--- config.mk ---
export PLATFORM = sky130hd
export DESIGN_NAME = btli_muldiv
export DESIGN_NICKNAME = d
export VERILOG_FILES = /design/src/sv/btli_pkg.sv /design/src/sv/btli_muldiv.sv
export SDC_FILE = /design/constraint.sdc
export NUM_CORES = 2
export LEC_CHECK = 0
export BUFFER_PORTS_ARGS = -buffer_cell sky130_fd_sc_hd__buf_2
export CAP_MARGIN = 20
export CORE_UTILIZATION = 40
export CTS_BUF_LIST = sky130_fd_sc_hd__clkbuf_8
export DETAILED_ROUTE_END_ITERATION = 16
export SLEW_MARGIN = 20
export SYNTH_ARGS = -nofsm -noshare
export SYNTH_HDL_FRONTEND = slang
export SYNTH_SLANG_ARGS = --single-unit
--- constraint.sdc ---
create_clock -name clock -period 8.9 [get_ports clock]
set_input_delay 2.67 -clock clock [delete_from_list [all_inputs] [get_ports clock]]
set_output_delay 2.67 -clock clock [all_outputs]
set_load 0.005 [all_outputs]
--- src/sv/btli_pkg.sv ---
// Shared types and constants for the breakpoint table linear interpolator.
// No dependencies; used by btli_muldiv and breakpoint_table_linear_interpolator.
package btli_pkg;

   // Field width of positions and values (signed Q16.16)
   localparam int unsigned DATA_W = 32;
   // Default number of breakpoints held in the table
   localparam int unsigned TABLE_DEPTH_DEFAULT = 64;
   // One restoring-divide step per quotient bit
   localparam int unsigned DIV_STEPS = DATA_W;
   localparam int unsigned DIV_CNT_W = $clog2(DIV_STEPS);

   typedef enum logic {
      OP_APPEND = 1'b0,
      OP_QUERY  = 1'b1
   } btli_op_type;

   typedef enum logic {
      STATUS_OK   = 1'b0,
      STATUS_FULL = 1'b1
   } btli_status_type;

   typedef struct packed {
      btli_op_type              op;
      logic signed [DATA_W-1:0] position;
      logic signed [DATA_W-1:0] value;
   } btli_req_type;

   typedef struct packed {
      logic signed [DATA_W-1:0] result_value;
      logic                     hit;
      btli_status_type          status;
   } btli_rsp_type;

   // Command into the multiply/divide unit
   typedef struct packed {
      logic              start;
      logic [DATA_W-1:0] mag;
      logic [DATA_W-1:0] off;
      logic [DATA_W-1:0] run;
   } btli_md_cmd_type;

   // Status back from the multiply/divide unit
   typedef struct packed {
      logic              done;
      logic [DATA_W-1:0] quot;
   } btli_md_sts_type;

   typedef enum logic [2:0] {
      ST_IDLE,
      ST_READ,
      ST_CMP,
      ST_DIV,
      ST_DONE
   } btli_state_type;

   typedef enum logic [1:0] {
      MD_IDLE,
      MD_MUL,
      MD_DIV,
      MD_DONE
   } btli_md_state_type;

endpackage

--- src/sv/btli_muldiv.sv ---
// Multiply/divide unit: floor((mag * off) / run) with one 32x32 multiply
// followed by a 32-step restoring divide. Depends on btli_pkg.
module btli_muldiv (
   input  logic                     clock,
   input  logic                     reset,
   input  btli_pkg::btli_md_cmd_type cmd,
   output btli_pkg::btli_md_sts_type sts
);
   import btli_pkg::*;

   btli_md_state_type     state_ff, state_in;
   logic [DATA_W-1:0]     a_ff, a_in;
   logic [DATA_W-1:0]     b_ff, b_in;
   logic [DATA_W-1:0]     d_ff, d_in;
   logic [DATA_W-1:0]     rem_ff, rem_in;
   logic [DATA_W-1:0]     low_ff, low_in;
   logic [DIV_CNT_W-1:0]  cnt_ff, cnt_in;
   logic [2*DATA_W-1:0]   prod;
   logic [DATA_W:0]       trial;
   logic [DATA_W:0]       diff;

   // Control state
   always_ff @(posedge clock) begin
      if (reset) begin
         state_ff <= MD_IDLE;
      end else begin
         state_ff <= state_in;
      end
   end

   // Datapath registers
   always_ff @(posedge clock) begin
      a_ff   <= a_in;
      b_ff   <= b_in;
      d_ff   <= d_in;
      rem_ff <= rem_in;
      low_ff <= low_in;
      cnt_ff <= cnt_in;
   end

   assign prod  = (2*DATA_W)'(a_ff) * (2*DATA_W)'(b_ff);
   // Shift the next dividend bit into the partial remainder
   assign trial = {rem_ff, low_ff[DATA_W-1]};
   assign diff  = trial - {1'b0, d_ff};

   always_comb begin
      state_in = state_ff;
      a_in     = a_ff;
      b_in     = b_ff;
      d_in     = d_ff;
      rem_in   = rem_ff;
      low_in   = low_ff;
      cnt_in   = cnt_ff;
      sts.done = 1'b0;
      sts.quot = low_ff;
      unique case (state_ff)
         MD_IDLE: begin
            // Latch operands on start
            if (cmd.start) begin
               a_in     = cmd.mag;
               b_in     = cmd.off;
               d_in     = cmd.run;
               state_in = MD_MUL;
            end
         end
         MD_MUL: begin
            // High half is below the divisor, so the quotient fits in DATA_W bits
            rem_in   = prod[2*DATA_W-1:DATA_W];
            low_in   = prod[DATA_W-1:0];
            cnt_in   = '0;
            state_in = MD_DIV;
         end
         MD_DIV: begin
            // One quotient bit per cycle; quotient shifts into the low word
            if (!diff[DATA_W]) begin
               rem_in = diff[DATA_W-1:0];
               low_in = {low_ff[DATA_W-2:0], 1'b1};
            end else begin
               rem_in = trial[DATA_W-1:0];
               low_in = {low_ff[DATA_W-2:0], 1'b0};
            end
            cnt_in = cnt_ff + DIV_CNT_W'(1);
            if (cnt_ff == DIV_CNT_W'(DIV_STEPS - 1)) begin
               state_in = MD_DONE;
            end
         end
         MD_DONE: begin
            sts.done = 1'b1;
            state_in = MD_IDLE;
         end
         default: begin
            state_in = MD_IDLE;
         end
      endcase
   end

endmodule

==> flow_metrics.py <==
metrics = {
    "clock_tree": {
        "ctsRootBufferMaster": "clkbuf_8",
        "clock_transition_at_the_registers_of_the_reported_paths_ps": 130,
        "ctsHtreeMaxLevel": 4,
        "cts_tree": "done",
        "clock_sinks": 167,
        "clock_path_buffers": 2,
        "cts_buffers": 17,
        "hold_buffers": 0,
        "insertion_delay_ps": 640,
    },
    "placed_design": {
        "routabilityCongestion": 0.883,
        "placement.io_buffers": 131,
        "dp.final_hpwl_um": 91400,
    },
    "floorplanning": {
        "floorplan.io_pins": 132,
        "die_y_um": 323,
        "design.core.area_um2": 102000,
        "die_w_um": 323,
        "num_rows": 117,
        "die_area_um2": 104000,
        "initial_core_util": 0.404,
    },
    "layout": {
        "sequential_cell_area_um2": 4990,
        "area_growth_syn_to_layout_pct": 6.16,
        "multi_input_area_um2": 31900,
        "proportion_of_layout_cells_with_a_drive_suffix_above_1": 0.0628,
        "fill_cells": 10100,
        "layout.nets": 5618,
    },
    "timing": {
        "slew_headroom": 0.276,
        "maxSlewViolCount": 0,
        "max_freq_mhz": 116,
        "fin_crit_sh": 0.965,
        "timing.clock.skew_ps": 44.8,
        "setup_viol": 0,
        "final.setup.tns_ps": 0,
        "worstMarginPinSlew_ps": 1090,
        "hold_violations": 0,
        "layout_min_cycle_time_ps": 8590,
        "grt_setup_unrepaired": "no",
        "finalHoldWorstSlack_ps": 529,
    },
    "grt": {
        "antenna_found_initial": 4,
        "grt_pass1_vias": 31600,
        "global_route_wire_length_before_repair_um": 175000,
        "groute.usage.overall": 0.221,
        "globalRouteOverflowTotal": 0,
        "grt_max_degree": 93,
    },
    "logic_synthesis": {
        "synth.mux.area_fraction": 0.00490,
        "postSynthCellCount": 4323,
        "synth_async_sr_flop_share": 0,
        "synth_edf_count": 165,
        "synth_area_um2": 41100,
        "synth_xor_area_frac": 0.0192,
        "post_synth.cell_area_avg_um2": 9.51,
        "synth_fp_nets": 5620,
        "synth_sequential_area_ratio": 0.121,
        "yosys_warnings": 0,
        "netlist-cell-type-count": 71,
        "synth_top_flop_cell": "edfxtp_1",
        "synth_top_family_by_area": "adder cells",
        "synth_simple_gate_area_frac": 0.167,
        "synth_compound_gate_area_share": 0.0553,
        "yosys_register_bits": 167,
        "synth_adder_area_share": 0.528,
    },
    "routing": {
        "drc": 0,
        "route.antenna.remaining_nets": 0,
        "m1WireLength_um": 41400,
        "postRouteWirelength_um": 108000,
        "met2RoutedLength_um": 57400,
        "drt_iter0_drc": 1643,
        "via_per_inst": 5.07,
        "average_detailed_routed_wire_length_per_instance_um": 19.0,
        "dr_total_vias": 28900,
        "detailroute.wirelength.met3_um": 4450,
        "routed.top_layer": "met5",
        "drt_first_pass_iters": 5,
    },
    "setup_path": {
        "cp_common_cell": "fa_1",
        "timing.critical_path.slowest_stage_cell": "edfxtp_1",
        "critPathLaunchType": "flop",
        "worstPathMaxFanout": 21,
        "capturing_element_type_of_the_critical_path": "flop",
        "timing.critical_path.arrival_ps": 8970,
        "critPathMaxStageDelay_ps": 910,
        "critical_path_required_ps": 9290,
        "critical_path_class": "flop to flop",
        "timing.critical_path.cells": "buf_4 -> nand2_1 -> fa_1 -> inv_1 -> fa_1 -> fa_1 -> fa_1 -> fa_1 -> fa_1 -> fa_1 -> inv_1 -> fa_1 -> inv_1 -> ha_1 -> and2_1 -> and3_1 -> nand4_1 -> a211oi_1 -> o211ai_1 -> a31oi_1 -> a31oi_1 -> xnor2_1 -> o21a_1",
    },
    "run": {
        "drv.max_cap_violation_count": 0,
    },
    "status": {
        "status": "completed",
    },
    "hold_path": {
        "worstHoldPathType": "flop to flop",
    },
}
-- sequential cells by signal, summed over array words and instances (netlist names) --
name	cells
rem_ff	32
d_ff	32
cnt_ff	5
a_ff	32
low_ff	32
b_ff	32
state_ff	2
-- cell type report --
type	instances	share of cell area
diodes	2	0.000115
flip-flops and latches	167	0.114
multi-input cells	3022	0.730
clock inverters	15	0.00335
clock buffers	17	0.00536
well taps	1368	0.0392
inverters	894	0.0768
repair buffers	219	0.0305
-- cells by family after synthesis --
kind of cell / after synthesis
compound gates: 364
xor+xnor: 90
fa+ha+maj: 1198
buf+inv: 1134
flops: 167
mux: 19
simple gates: 1351
-- cells in the mapped netlist, drive strengths merged (17+ instances only) --
master	n	area (um^2)
ha	301	3770
clkbuf	231	867
nand3	26	130
and2	598	3740
nand2	556	2090
edfxtp	165	4950
a21oi	123	619
inv	894	3360
nor2	71	267
fa	897	18000
xnor2	60	526
nor2b	17	106
a21o	34	255
nand4	18	113
nor3	19	95.1
o21ai	84	420
o21bai	21	158
xor2	30	263
-- worst max-delay path: cells and delay by family (launching register included) --
family | cells | cell delay, ps
fa+ha+maj | 9 | 4440
compound gates | 5 | 1670
flops | 1 | 910
simple gates | 4 | 670
buf+inv | 4 | 480
xor+xnor | 1 | 150
-- routing by layer --
metal	vias up	track usage
li1	13000	-
met1	15000	0.261
met2	705	0.397
met3	194	0.0297
met4	2	0.0993
met5	-	0
-- final timing paths --
path	startpoint	endpoint	slack [ps]	cells past startpoint
setup / recovery	a_ff[10]	rem_ff[27]	310	23
hold / removal	state_ff[0]	state_ff[0]	530	2
setup reg to reg	a_ff[10]	rem_ff[27]	310	23
hold reg to reg	state_ff[0]	state_ff[0]	530	2
-- placed cells by master, fill, tap and decap left out, types with 19 or more instances in the layout --
master / synthesis / final
xnor2_1: 60 / 59
nor3_1: 19 / 19
o21ai_0: 81 / 81
fa_1: 897 / 897
inv_1: 894 / 894
o21bai_1: 21 / 21
nor2_1: 71 / 71
nand2_1: 555 / 555
a21o_1: 34 / 34
nand3_1: 26 / 26
buf_4: 2 / 86
buf_2: 4 / 131
and2_1: 598 / 597
edfxtp_1: 165 / 165
ha_1: 301 / 299
xor2_1: 30 / 30
a21oi_1: 122 / 122
-- stage by stage --
step	instance area, um^2	setup slack [ps]	util	instances
final	43700	313	0.429	5704
after detailed placement	43300	509	0.425	5668
after global routing	43700	8.63	0.429	5704
after floorplan	41100	1540	-	4323
after CTS	43600	441	0.428	5700
after global placement	43300	543	0.425	5668
-- timing repair --
action | in CTS | in global routing
setup endpoints to repair | 0 | 4
hold endpoints to repair | 0 | 0
resized for setup | 0 | 0
setup buffers | 0 | 1
Power is left out: the tool's default activity adds up to more than one toggle a clock period on the data nets, which glitch-free logic cannot reach.
